### src/rgb_pixel_hsv_component_map_macros.svh
// Assertion macros for the RGB pixel HSV component map.
// Included by the modules that carry concurrent assertions; needs no package.
`ifndef RGB_PIXEL_HSV_COMPONENT_MAP_MACROS_SVH
`define RGB_PIXEL_HSV_COMPONENT_MAP_MACROS_SVH

// Same-cycle implication, disabled while reset is asserted.
`define RHSV_ASSERT_NOW(label, clk, rst_n, ante, cons, msg) \
	label: assert property (@(posedge clk) disable iff (!(rst_n)) (ante) |-> (cons)) \
		else $error(msg);

// Next-cycle implication, disabled while reset is asserted.
`define RHSV_ASSERT_NEXT(label, clk, rst_n, ante, cons, msg) \
	label: assert property (@(posedge clk) disable iff (!(rst_n)) (ante) |=> (cons)) \
		else $error(msg);

`endif

### src/rhsv_pkg.sv
// Shared types and codes of the RGB pixel HSV component map.
// No dependencies; used by the interfaces, the divider stage and the top level.
package rhsv_pkg;

	localparam int unsigned CHAN_W = 8;
	localparam int unsigned MODE_W = 3;

	// Mode register codes
	localparam logic [MODE_W-1:0] MODE_ORIG = 3'd0;
	localparam logic [MODE_W-1:0] MODE_NEG  = 3'd1;
	localparam logic [MODE_W-1:0] MODE_HUE  = 3'd2;
	localparam logic [MODE_W-1:0] MODE_SAT  = 3'd3;
	localparam logic [MODE_W-1:0] MODE_VAL  = 3'd4;

	// Hue sector: which channel holds the maximum
	localparam logic [1:0] SECT_RED   = 2'd0;
	localparam logic [1:0] SECT_GREEN = 2'd1;
	localparam logic [1:0] SECT_BLUE  = 2'd2;

	localparam int unsigned HUE_FULL    = 240;
	localparam int unsigned HUE_OFS_GRN = 80;
	localparam int unsigned HUE_OFS_BLU = 160;

	// Quotient bits resolved by one divider stage
	localparam int unsigned DIV_STEPS = 2;

	typedef struct packed {
		logic [MODE_W-1:0] mode;
		logic [CHAN_W-1:0] red;
		logic [CHAN_W-1:0] green;
		logic [CHAN_W-1:0] blue;
		logic [CHAN_W-1:0] mx;
		logic [1:0]        sector;
		logic              neg;   // hue difference was negative
		logic              zero;  // divisor is zero, force level to 0
		logic [CHAN_W-1:0] rem;   // partial remainder
		logic [CHAN_W-1:0] low;   // numerator bits still to shift in
		logic [CHAN_W-1:0] quot;  // quotient bits so far
		logic [CHAN_W-1:0] den;   // divisor
	} pipe_t;

endpackage

### src/rhsv_in_if.sv
// Input pixel channel: valid/ready handshake with red, green, blue payload.
// Depends on rhsv_pkg for the channel width.
interface rhsv_in_if;
	import rhsv_pkg::*;

	logic              valid;
	logic              ready;
	logic [CHAN_W-1:0] red;
	logic [CHAN_W-1:0] green;
	logic [CHAN_W-1:0] blue;

	modport source (output valid, output red, output green, output blue, input ready);
	modport sink   (input valid, input red, input green, input blue, output ready);
endinterface

### src/rhsv_out_if.sv
// Result channel: valid/ready handshake with three output channel bytes.
// Depends on rhsv_pkg for the channel width.
interface rhsv_out_if;
	import rhsv_pkg::*;

	logic              valid;
	logic              ready;
	logic [CHAN_W-1:0] out_red;
	logic [CHAN_W-1:0] out_green;
	logic [CHAN_W-1:0] out_blue;

	modport source (output valid, output out_red, output out_green, output out_blue,
		input ready);
	modport sink   (input valid, input out_red, input out_green, input out_blue,
		output ready);
endinterface

### src/rgb_pixel_hsv_component_map.sv
// RGB pixel to HSV component map: six-stage pipeline, one pixel per cycle unless the result is stalled.
// An accepted request passes stage registers 1 to 6 in order; result valid is the stage 6 valid bit.
// Throughput: one request per cycle while result.ready is high; the divider is four pipelined stages
// of two quotient bits each, so every stage takes a new pixel each cycle when not stalled.
// Reset clears every stage valid bit and sets mode to original.
// Depends on rhsv_pkg, rhsv_in_if, rhsv_out_if, rhsv_div_stage and the macros.
`include "rgb_pixel_hsv_component_map_macros.svh"

module rgb_pixel_hsv_component_map (
	input  logic                    clk,
	input  logic                    arst_n,
	input  logic                    cfg_we,
	input  logic [rhsv_pkg::MODE_W-1:0] cfg_wdata,
	rhsv_in_if.sink                 pixel,
	rhsv_out_if.source              result
);
	import rhsv_pkg::*;

	// ---------------------------------------------------------------
	// Mode register
	// ---------------------------------------------------------------
	logic [MODE_W-1:0] mode_q;

	always_ff @(posedge clk or negedge arst_n) begin
		if (!arst_n) begin
			mode_q <= MODE_ORIG;
		end else if (cfg_we) begin
			mode_q <= cfg_wdata;
		end
	end

	// ---------------------------------------------------------------
	// Stage handshake: a stage takes a request when empty or when the
	// next stage takes its current one, so bubbles collapse.
	// ---------------------------------------------------------------
	logic vld_s1, vld_s2, vld_s3, vld_s4, vld_s5, vld_s6;
	logic rdy_s1, rdy_s2, rdy_s3, rdy_s4, rdy_s5, rdy_s6;

	assign rdy_s6 = !vld_s6 || result.ready;
	assign rdy_s5 = !vld_s5 || rdy_s6;
	assign rdy_s4 = !vld_s4 || rdy_s5;
	assign rdy_s3 = !vld_s3 || rdy_s4;
	assign rdy_s2 = !vld_s2 || rdy_s3;
	assign rdy_s1 = !vld_s1 || rdy_s2;

	assign pixel.ready = rdy_s1;

	always_ff @(posedge clk or negedge arst_n) begin
		if (!arst_n) begin
			vld_s1 <= 1'b0;
			vld_s2 <= 1'b0;
			vld_s3 <= 1'b0;
			vld_s4 <= 1'b0;
			vld_s5 <= 1'b0;
			vld_s6 <= 1'b0;
		end else begin
			if (rdy_s1) vld_s1 <= pixel.valid;
			if (rdy_s2) vld_s2 <= vld_s1;
			if (rdy_s3) vld_s3 <= vld_s2;
			if (rdy_s4) vld_s4 <= vld_s3;
			if (rdy_s5) vld_s5 <= vld_s4;
			if (rdy_s6) vld_s6 <= vld_s5;
		end
	end

	// ---------------------------------------------------------------
	// Stage 1: max, min, sector, hue difference and scaled numerator.
	// Both divisions have a quotient below 256, so the top numerator
	// byte seeds the remainder and eight steps remain.
	// ---------------------------------------------------------------
	logic [CHAN_W-1:0]   mx_w, mn_w, d_w, x_w, y_w, abs_w;
	logic [1:0]          sect_w;
	logic [CHAN_W:0]     hdiff_w, hneg_w;
	logic [2*CHAN_W-1:0] hnum_w, snum_w, num_w;
	pipe_t               p1_w;
	pipe_t               pipe_s1, pipe_s2, pipe_s3, pipe_s4, pipe_s5;
	pipe_t               div2_w, div3_w, div4_w, div5_w;

	always_comb begin
		mx_w = pixel.red;
		if (pixel.green > mx_w) mx_w = pixel.green;
		if (pixel.blue > mx_w)  mx_w = pixel.blue;
		mn_w = pixel.red;
		if (pixel.green < mn_w) mn_w = pixel.green;
		if (pixel.blue < mn_w)  mn_w = pixel.blue;
		d_w = mx_w - mn_w;

		// red wins ties, then green
		if (mx_w == pixel.red) begin
			sect_w = SECT_RED;
			x_w    = pixel.green;
			y_w    = pixel.blue;
		end else if (mx_w == pixel.green) begin
			sect_w = SECT_GREEN;
			x_w    = pixel.blue;
			y_w    = pixel.red;
		end else begin
			sect_w = SECT_BLUE;
			x_w    = pixel.red;
			y_w    = pixel.green;
		end

		hdiff_w = {1'b0, x_w} - {1'b0, y_w};
		hneg_w  = '0 - hdiff_w;
		abs_w   = hdiff_w[CHAN_W] ? hneg_w[CHAN_W-1:0] : hdiff_w[CHAN_W-1:0];

		// 40*abs and 240*d by shifts with add and subtract
		hnum_w = ({8'd0, abs_w} << 5) + ({8'd0, abs_w} << 3);
		snum_w = ({8'd0, d_w} << 8) - ({8'd0, d_w} << 4);

		p1_w        = '0;
		p1_w.mode   = mode_q;
		p1_w.red    = pixel.red;
		p1_w.green  = pixel.green;
		p1_w.blue   = pixel.blue;
		p1_w.mx     = mx_w;
		p1_w.sector = sect_w;
		p1_w.neg    = hdiff_w[CHAN_W];
		if (mode_q == MODE_HUE) begin
			num_w       = hnum_w;
			p1_w.den    = d_w;
			p1_w.zero   = (d_w == '0);
		end else begin
			num_w       = snum_w;
			p1_w.den    = mx_w;
			p1_w.zero   = (mx_w == '0);
		end
		p1_w.rem  = num_w[2*CHAN_W-1:CHAN_W];
		p1_w.low  = num_w[CHAN_W-1:0];
		p1_w.quot = '0;
	end

	// ---------------------------------------------------------------
	// Stages 2..5: divider slices
	// ---------------------------------------------------------------
	rhsv_div_stage u_div2 (.din(pipe_s1), .dout(div2_w));
	rhsv_div_stage u_div3 (.din(pipe_s2), .dout(div3_w));
	rhsv_div_stage u_div4 (.din(pipe_s3), .dout(div4_w));
	rhsv_div_stage u_div5 (.din(pipe_s4), .dout(div5_w));

	// payload advances only with a valid request; no reset needed
	always_ff @(posedge clk) begin
		if (rdy_s1 && pixel.valid) pipe_s1 <= p1_w;
		if (rdy_s2 && vld_s1)      pipe_s2 <= div2_w;
		if (rdy_s3 && vld_s2)      pipe_s3 <= div3_w;
		if (rdy_s4 && vld_s3)      pipe_s4 <= div4_w;
		if (rdy_s5 && vld_s4)      pipe_s5 <= div5_w;
	end

	// ---------------------------------------------------------------
	// Stage 6: floor correction, sector offset, wrap, mode select.
	// A negative hue ratio rounds toward minus infinity: bump the
	// magnitude when the remainder is nonzero, then negate.
	// ---------------------------------------------------------------
	logic [CHAN_W:0]     qe_w;
	logic signed [9:0]   hsig_w, hofs_w, hsum_w;
	logic [CHAN_W-1:0]   hue_w, sat_w, lvl_w;
	logic [CHAN_W-1:0]   o_red_w, o_green_w, o_blue_w;
	logic [CHAN_W-1:0]   mode_pad_w;
	logic [CHAN_W-1:0]   out_red_s6, out_green_s6, out_blue_s6;
	logic [MODE_W-1:0]   mode_s6;

	always_comb begin
		qe_w   = {1'b0, pipe_s5.quot} + {8'd0, (pipe_s5.neg && (pipe_s5.rem != '0))};
		hsig_w = pipe_s5.neg ? -$signed({1'b0, qe_w}) : $signed({1'b0, qe_w});
		case (pipe_s5.sector)
			SECT_GREEN: hofs_w = 10'(HUE_OFS_GRN);
			SECT_BLUE:  hofs_w = 10'(HUE_OFS_BLU);
			default:    hofs_w = '0;
		endcase
		hsum_w = hsig_w + hofs_w;
		if (hsum_w < 0) hsum_w = hsum_w + 10'(HUE_FULL);

		hue_w = pipe_s5.zero ? '0 : hsum_w[CHAN_W-1:0];
		sat_w = pipe_s5.zero ? '0 : pipe_s5.quot;

		lvl_w      = '0;
		mode_pad_w = {{(CHAN_W-MODE_W){1'b0}}, pipe_s5.mode};
		o_red_w    = '0;
		o_green_w  = '0;
		o_blue_w   = '0;
		case (pipe_s5.mode)
			MODE_ORIG: begin
				o_red_w   = pipe_s5.red;
				o_green_w = pipe_s5.green;
				o_blue_w  = pipe_s5.blue;
			end
			MODE_NEG: begin
				o_red_w   = ~pipe_s5.red;
				o_green_w = ~pipe_s5.green;
				o_blue_w  = ~pipe_s5.blue;
			end
			MODE_HUE: lvl_w = hue_w;
			MODE_SAT: lvl_w = sat_w;
			MODE_VAL: lvl_w = pipe_s5.mx;
			default:  lvl_w = '0;
		endcase
		// grey modes put one level on all three channels
		if (mode_pad_w >= {{(CHAN_W-MODE_W){1'b0}}, MODE_HUE}) begin
			o_red_w   = lvl_w;
			o_green_w = lvl_w;
			o_blue_w  = lvl_w;
		end
	end

	always_ff @(posedge clk) begin
		if (rdy_s6 && vld_s5) begin
			out_red_s6   <= o_red_w;
			out_green_s6 <= o_green_w;
			out_blue_s6  <= o_blue_w;
			mode_s6      <= pipe_s5.mode;
		end
	end

	assign result.valid     = vld_s6;
	assign result.out_red   = out_red_s6;
	assign result.out_green = out_green_s6;
	assign result.out_blue  = out_blue_s6;

	// ---------------------------------------------------------------
	// Assertions
	// ---------------------------------------------------------------
	`RHSV_ASSERT_NEXT(a_accept_fills_s1, clk, arst_n, pixel.valid && pixel.ready, vld_s1, "accepted request did not reach stage 1")
	`RHSV_ASSERT_NEXT(a_stall_keeps_result, clk, arst_n, vld_s6 && !result.ready, vld_s6, "stalled result was dropped")
	`RHSV_ASSERT_NOW(a_grey_channels_equal, clk, arst_n, vld_s6 && (mode_s6 == MODE_HUE || mode_s6 == MODE_SAT || mode_s6 == MODE_VAL), (out_red_s6 == out_green_s6) && (out_red_s6 == out_blue_s6), "grey mode channels differ")
	`RHSV_ASSERT_NOW(a_hue_in_range, clk, arst_n, vld_s6 && (mode_s6 == MODE_HUE), out_red_s6 < 8'(HUE_FULL), "hue level out of range")

endmodule

### src/rhsv_div_stage.sv
// One slice of the restoring divider: resolves DIV_STEPS quotient bits.
// Depends on rhsv_pkg (pipe_t); registered by the top level.
module rhsv_div_stage (
	input  rhsv_pkg::pipe_t din,
	output rhsv_pkg::pipe_t dout
);
	import rhsv_pkg::*;

	logic [CHAN_W:0]   trial;
	logic [CHAN_W:0]   diff;
	logic [CHAN_W-1:0] rem;
	logic [CHAN_W-1:0] low;
	logic [CHAN_W-1:0] quot;

	always_comb begin
		dout  = din;
		rem   = din.rem;
		low   = din.low;
		quot  = din.quot;
		trial = '0;
		diff  = '0;
		for (int i = 0; i < DIV_STEPS; i++) begin
			// shift in the next numerator bit, subtract when it fits
			trial = {rem, low[CHAN_W-1]};
			low   = {low[CHAN_W-2:0], 1'b0};
			diff  = trial - {1'b0, din.den};
			if (trial >= {1'b0, din.den}) begin
				rem  = diff[CHAN_W-1:0];
				quot = {quot[CHAN_W-2:0], 1'b1};
			end else begin
				rem  = trial[CHAN_W-1:0];
				quot = {quot[CHAN_W-2:0], 1'b0};
			end
		end
		dout.rem  = rem;
		dout.low  = low;
		dout.quot = quot;
	end

endmodule
### src/flat_wrapper.sv
// flat-port wrapper written by rule: the top's interface ports become plain ports
module rgb_pixel_hsv_component_map_flat import rhsv_pkg::*;
  (clk, arst_n, cfg_we, cfg_wdata, pixel_valid, pixel_red, pixel_green, pixel_blue, pixel_ready, result_valid, result_out_red, result_out_green, result_out_blue, result_ready);
  rhsv_in_if pixel_i ();
  rhsv_out_if result_i ();
  input  logic clk;
  input  logic arst_n;
  input  logic cfg_we;
  input  logic [rhsv_pkg::MODE_W-1:0] cfg_wdata;
  input wire logic [$bits(pixel_i.valid)-1:0] pixel_valid;
  input wire logic [$bits(pixel_i.red)-1:0] pixel_red;
  input wire logic [$bits(pixel_i.green)-1:0] pixel_green;
  input wire logic [$bits(pixel_i.blue)-1:0] pixel_blue;
  output wire logic [$bits(pixel_i.ready)-1:0] pixel_ready;
  output wire logic [$bits(result_i.valid)-1:0] result_valid;
  output wire logic [$bits(result_i.out_red)-1:0] result_out_red;
  output wire logic [$bits(result_i.out_green)-1:0] result_out_green;
  output wire logic [$bits(result_i.out_blue)-1:0] result_out_blue;
  input wire logic [$bits(result_i.ready)-1:0] result_ready;
  assign pixel_i.valid = pixel_valid;
  assign pixel_i.red = pixel_red;
  assign pixel_i.green = pixel_green;
  assign pixel_i.blue = pixel_blue;
  assign pixel_ready = pixel_i.ready;
  assign result_valid = result_i.valid;
  assign result_out_red = result_i.out_red;
  assign result_out_green = result_i.out_green;
  assign result_out_blue = result_i.out_blue;
  assign result_i.ready = result_ready;
  rgb_pixel_hsv_component_map u_core (.clk(clk), .arst_n(arst_n), .cfg_we(cfg_we), .cfg_wdata(cfg_wdata), .pixel(pixel_i), .result(result_i));
endmodule
### config.mk
export PLATFORM = sky130hd
export DESIGN_NAME = rgb_pixel_hsv_component_map_flat
export DESIGN_NICKNAME = d
export VERILOG_FILES = /design/src/rhsv_pkg.sv /design/src/rhsv_in_if.sv /design/src/rhsv_out_if.sv /design/src/rgb_pixel_hsv_component_map.sv /design/src/rhsv_div_stage.sv /design/src/flat_wrapper.sv
export VERILOG_INCLUDE_DIRS = /design/src /design/src/src
export SDC_FILE = /design/constraint.sdc
export NUM_CORES = 1
export LEC_CHECK = 0
export BUFFER_PORTS_ARGS = -buffer_cell sky130_fd_sc_hd__buf_4
export CORE_ASPECT_RATIO = 1.75
export CORE_MARGIN = 3
export CORE_UTILIZATION = 41
export CTS_BUF_LIST = sky130_fd_sc_hd__clkbuf_8 sky130_fd_sc_hd__clkbuf_16
export DETAILED_ROUTE_END_ITERATION = 7
export GPL_ROUTABILITY_DRIVEN = 0
export HOLD_SLACK_MARGIN = 0.15
export MAX_ROUTING_LAYER = met4
export PLACE_DENSITY = 0.67
export SLEW_MARGIN = 20
export SYNTH_ARGS = -nofsm -noshare
export SYNTH_HDL_FRONTEND = slang
export SYNTH_SLANG_ARGS = --single-unit
export TNS_END_PERCENT = 100
### constraint.sdc
create_clock -name clk -period 8.1 [get_ports clk]
set_input_delay 0.405 -clock clk [delete_from_list [all_inputs] [get_ports clk]]
set_output_delay 0.405 -clock clk [all_outputs]
set_load 0.005 [all_outputs]
# == Word-level counts from Yosys, hierarchy flattened ==
# Index checks and enable logic that the tools add are counted.
# Widths: inputs -> output; s select.
# word_totals
output_inout_bits,26
regBits,340
wordCells,174
inputBits,32
# classes
n_eq_ne,9
muxes,41
bitwise,3
magnitude_cmp,14
n_addsub,17
n_reduce_logical,23
# ops
operator,count
$mux 8,24
$ge 9x8->1,8
$sub 8x8->8,9
$pmux 8 s2,4
$not 8->8,3
$pmux 8 s3,1
$eq 8x8->1,2
$gt 8x8->1,2
$logic_not 8->1,2
$lt 8x8->1,2
$mux 16,1
$sub 16x12->16,1
$add 13x11->14,1
$add 10x9->10,1
$lt 10x1->1 const B,1
$mux 10,1
$neg 9->10,1
$add 8x1->9,1
$eq 3x2->1 const B,3
$mux 1,9
$sub 8x8->9,1
$add 8x8->8 const B,1
$reduce_bool 8->1,1
$sub 1x8->8 const A,1
10 further kinds,26

# == Longest topological paths before layout ==
# logic_depth
depth_word,12
ltp_mapped,41
ltp_nobuf,37

# == By module ==
# Synthesis repeated with hierarchy kept, for this count alone.
# hier_totals
cells_unflattened,1834
area_unflattened_um2,21808.4
# by_module_without_submodules
mod,cells_each,n_inst,seq_area_each_um2,area_each_um2
rgb_pixel_hsv_component_map,1098,1,10795.4,15917.8
rhsv_div_stage,184,4,0.0,1472.7

# == Least setup slack after synthesis ==
# OpenSTA, ideal clock, no wires.
# synth_timing
path_kind,input to register
startpoint,input pixel_red[7]
endpoint,register u_core.pipe_s1[26] (netlist bit) (data pin)
setup_slack_ns,0.609
path_stages,39
t_arrival_ns,7.226
n_path_buf,4
setup_time_ns,0.265
path_cell_list,clkbuf_1 > inv_1 > ha_1 > and4_1 > nand2_1 > o211ai_2 > and2_1 > buf_4 > mux2_2 > inv_1 > ha_1 > nor2b_1 > o21bai_1 > a31o_1 > a21oi_1 > nor2_1 > a31oi_1 > clkbuf_1 > (+3 left out) > fa_1 > nand2b_1 > a21oi_1 > o41a_1 > or2_0 > buf_2 > inv_2 > o21ai_0 > ha_1 > a21o_1 > a21oi_1 > inv_1 > a21oi_1 > o21ai_0 > a21oi_1 > o211ai_1 > xnor2_1 > o21ai_1
# synth_lines
item,line_no,text
start: declaration,flat_wrapper.sv:11,input wire logic [$bits(pixel_i.red)-1:0] pixel_red;
$gt 8x8->1,rgb_pixel_hsv_component_map.sv:81,if (pixel.green > mx_w) mx_w = pixel.green;
$mux 8,rgb_pixel_hsv_component_map.sv:81,
$gt 8x8->1,rgb_pixel_hsv_component_map.sv:82,if (pixel.blue > mx_w) mx_w = pixel.blue;
$mux 8,rgb_pixel_hsv_component_map.sv:82,
$eq 8x8->1,rgb_pixel_hsv_component_map.sv:93,end else if (mx_w == pixel.green) begin
$mux 8,rgb_pixel_hsv_component_map.sv:93,
$mux 8,rgb_pixel_hsv_component_map.sv:89,if (mx_w == pixel.red) begin
$sub 8x8->9 *,rgb_pixel_hsv_component_map.sv:103,"hdiff_w = {1'b0, x_w} - {1'b0, y_w};"
named net u_core.hdiff_w[8],rgb_pixel_hsv_component_map.sv:73,"logic [CHAN_W:0] hdiff_w, hneg_w;"
$mux 8 *,rgb_pixel_hsv_component_map.sv:105,abs_w = hdiff_w[CHAN_W] ? hneg_w[CHAN_W-1:0] : hdiff_w[CHAN_W-1:0];
$add 13x11->14 *,rgb_pixel_hsv_component_map.sv:108,"hnum_w = ({8'd0, abs_w} << 5) + ({8'd0, abs_w} << 3);"
$mux 16 *,rgb_pixel_hsv_component_map.sv:119,if (mode_q == MODE_HUE) begin
named net u_core.num_w[10],rgb_pixel_hsv_component_map.sv:74,"logic [2*CHAN_W-1:0] hnum_w, snum_w, num_w;"
end signal: assignment,rgb_pixel_hsv_component_map.sv:143,if (rdy_s1 && pixel.valid) pipe_s1 <= p1_w;
end: declaration,rgb_pixel_hsv_component_map.sv:76,"pipe_t pipe_s1, pipe_s2, pipe_s3, pipe_s4, pipe_s5;"
# Mark *: on every way through the listed nets, which the timed path passes. The rest lies on a longest branch.
# A chain may end at the register's enable or synchronous reset.

# == Worst setup path in the final report ==
# Same ends and word-level chain as after synthesis.

==> results by group <==
Outcome
  – Status: finished clean

Timing
  – Setup_tns: 0 ns
  – Post-route setup slack: 0.3976 ns
  – Post-route minimum period: 7.702 ns
  – Slew @ Worst Pin: 1.050 ns
  – Final hold vios: 0
  – Final Skew: 0.02625 ns
  – Relative max-transition margin: 29.86%
  – Fmax: 129.8 MHz
  – Setup-failing EPs final: 0
  – Final Cycle Share: 95.09%
  – Final Max Slew Viols: 0

Global routing
  – Initial antenna violation count: 0
  – Met3 Use GR: 1.519%
  – Met1 usage in global routing: 14.58%
  – First-pass GRT wire length: 55,270 µm
  – Met2 usage: 29.58%
  – Gr busiest metal: met2
  – GRT Util Overall: 15.38%
  – Vias in the first global route: 11,230
  – Pin count of the biggest net entering global routing: 62
  – Grt total ovfl: 0

Logic synthesis
  – Post-Syn Area: 17,750 µm²
  – Synthesized netlist cell count: 1,405
  – Number of synthesized flops with an enable pin: 320
  – Flops & latches, synth: 329
  – Distinct cells, synth: 88
  – Top_reg_cell synth: edfxtp_1
  – Post-synth ARST share: 2.736%
  – Syn avg cell area: 12.63 µm²
  – Syn nets: 1,567
  – Seq/Total Area, Yosys: 55.41%
  – Yosys warns: 0

Floorplanning
  – Die area: 45,920 µm²
  – Site Rows: 100
  – Die W: 163.3 µm
  – Initial Utilization: 41.60%
  – Chip height: 281.2 µm
  – I/O pin total: 58
  – Core area: 42,670 µm²

Clock tree
  – CTS Sinks: 329
  – CTS buffer count: 30
  – Max clock buf depth: 3
  – Clock-pin slew on the worst setup and hold paths: 0.07 ns
  – H-tree lvl count: 1
  – CTS root buf: clkbuf_16
  – Worst-Skew Late Latency: 0.58 ns
  – CTS tree: yes

Drt
  – Starting DRT DRC Count: 560
  – First-pass DRT Iterations: 6
  – Post-DR vias/cell: 5.249
  – Post-detailed-route count of antenna-violating nets: 0
  – DR WL/cell: 16.35 µm
  – Total wire length: 34,280 µm
  – Drt drc: 0
  – Vias: 11,010

Critical path
  – CP dominant cell by count: ha_1
  – Critical Path RT: 8.41 ns
  – Critical path startpoint category: primary input
  – Slowest stage cell, crit path: dlygate4sd3_1
  – CP Data Arrival Time: 8.02 ns
  – CP max FO: 20
  – Slowest stage delay, CP: 0.54 ns
  – Critical path capture point type: register
  – Critical path class: in2reg

Final layout
  – Design area: 20,380 µm²
  – Synth-to-Final Area Change: 14.82%
  – Final #Nets: 1,674
  – Layout cells sized above 1: 17.90%
  – Ant diodes: 0
  – Count of non-filler cells in the finished layout: 2,097

Place
  – Post-place setup slack: 0.2847 ns
  – Detailed Place HPWL: 26,290 µm
  – I/O Buffers: 57
  – Placed standard-cell area: 18,950 µm²
  – Dpl cells: 2,008

Pwr
  – Maximum vdd drop: 0.0004844 V
  – Total power: 0.009113 W
  – Leak pwr: 7.996 nW
  – P per Cell Area: 447.2 nW/µm²

Min path
  – HP Class: in2reg

Flow run
  – Maxcap violations: 0
==> cell usage in the layout (no fill, tap or decap), types with 15 or more instances in the layout <==
cell type and instances:
clkbuf_16 30, a21o_1 25, inv_1 110, a21oi_1 61
mux2i_1 30, nand3_1 26, nor2_1 75, xor2_1 48
o21ai_0 57, mux2_2 64, nor2b_1 23, nand4_1 15
edfxtp_1 320, dlygate4sd3_1 30, nor3_1 18, nand2_1 71
buf_4 81, xnor2_1 82, ha_1 119
==> where the power goes <==
| group | internal, W | switching, W |
|---|---|---|
| clock network | 0.000792 | 0.000625 |
| registers | 0.00255 | 0.000180 |
| logic | 0.00230 | 0.00266 |
==> what timing repair did <==
| item | CTS | global route |
|---|---|---|
| gates resized for setup | 0 | 13 |
| endpoints found under the hold margin | 35 | 0 |
| setup endpoints to repair | 0 | 5 |
| hold buffers | 30 | 0 |
| setup buffers | 0 | 3 |
==> metrics by stage <==
stage | hold WS, ns | util (%)
2_1_floorplan | 0.1094 | -
3_3_place_gp | 0.2612 | 44.41
3_5_place_dp | 0.2674 | 44.41
4_1_cts | 0.1542 | 47.52
5_1_grt | 0.1721 | 47.76
6_report | 0.1920 | 47.76
==> cell families after synthesis <==
kind of cell | count (synthesis) | synth area share (%)
flip-flops | 329 | 55.41
AND/OR/NAND/NOR | 302 | 8.587
AO/OA/AOI/OAI | 262 | 10.31
buffers and inverters | 149 | 3.229
XOR/XNOR | 133 | 6.691
adder cells (fa/ha/maj) | 130 | 9.631
multiplexers | 100 | 6.141
==> critical path, delay by kind of cell <==
kind | cells | cell delay (ns)
AOI/OAI and AO/OA | 15 | 2.57
buffers and inverters | 8 | 1.45
and+or+nand+nor | 8 | 1.32
adders and majority gates | 4 | 1.22
muxes | 2 | 0.53
xor gates and xnor gates | 2 | 0.49
==> cell usage after synthesis, types with 4 or more instances <==
cell type	n	area share [%]
nor3_1	19	0.54
mux2_1	4	0.25
a211oi_1	6	0.25
a31o_2	4	0.20
nand2_1	71	1.5
fa_1	11	1.2
nand3_1	26	0.73
o221a_2	7	0.44
nor4_1	8	0.28
a22oi_1	6	0.25
xnor2_1	82	4.0
or3_1	5	0.18
o21ai_0	57	1.6
nand4_1	15	0.53
or2_2	10	0.35
o21bai_1	11	0.47
o21a_1	6	0.25
o221ai_1	8	0.39
clkbuf_1	29	0.61
nor2b_1	25	0.88
buf_2	5	0.14
ha_1	119	8.4
a21o_1	25	1.1
mux2_2	64	4.1
inv_1	109	2.3
o211ai_2	4	0.28
xor2_1	48	2.4
a21boi_0	9	0.38
mux2i_1	31	1.7
a21oi_1	64	1.8
and2_1	12	0.42
a221oi_1	5	0.25
o21ai_2	5	0.25
o211ai_1	8	0.34
nor2_1	75	1.6
and3_1	6	0.21
dfrtp_1	9	1.3
nand2b_1	8	0.28
o21ai_1	5	0.14
edfxtp_1	320	54
==> metal layers <==
layer | vias to the layer above | share of wire (%)
met3 | 122 | 3.1
met1 | 5254 | 35
li1 | 5393 | -
met5 | - | 0
met2 | 238 | 56
met4 | 0 | 6.2
==> area by class of cell <==
cell class	count	area, µm²
Clock inverter	26	276.5
Clock buffer	30	750.7
Multi-Input combinational cell	927	7448
Timing Repair Buffer	113	948.4
Fill cell	3700	22290
Tap cell	561	701.9
Sequential cell	329	9834
Inverter	111	416.7
==> final timing paths <==
kind	start	cells after the start	endpoint	slack [ns]
worst min-delay path	pixel_red[1]	2	u_core.pipe_s1[61]	0.19
worst min register to register	u_core.pipe_s2[32]	0	u_core.pipe_s3[32]	0.40
worst max-delay path	pixel_red[7]	39	u_core.pipe_s1[26]	0.40
min in group asynchronous	arst_n	2	u_core.mode_q[0]	0.23
max in group asynchronous	arst_n	2	u_core.vld_s1	7.70
worst max register to register	u_core.pipe_s2[1]	21	u_core.pipe_s3[29]	2.68
==> sequential cells by signal, indices dropped and copies added (netlist names) <==
register	flops
u_core.vld_s4	1
u_core.vld_s3	1
u_core.result.out_green	8
u_core.vld_s5	1
u_core.result.out_blue	8
u_core.pipe_s4	61
u_core.vld_s1	1
u_core.pipe_s1	60
u_core.vld_s2	1
u_core.result.out_red	8
u_core.pipe_s3	60
u_core.pipe_s2	60
u_core.mode_pad_w	3
u_core.mode_q	3
u_core.result.valid	1
u_core.pipe_s5	52
Note: power is estimated with default switching activity, not from simulation.
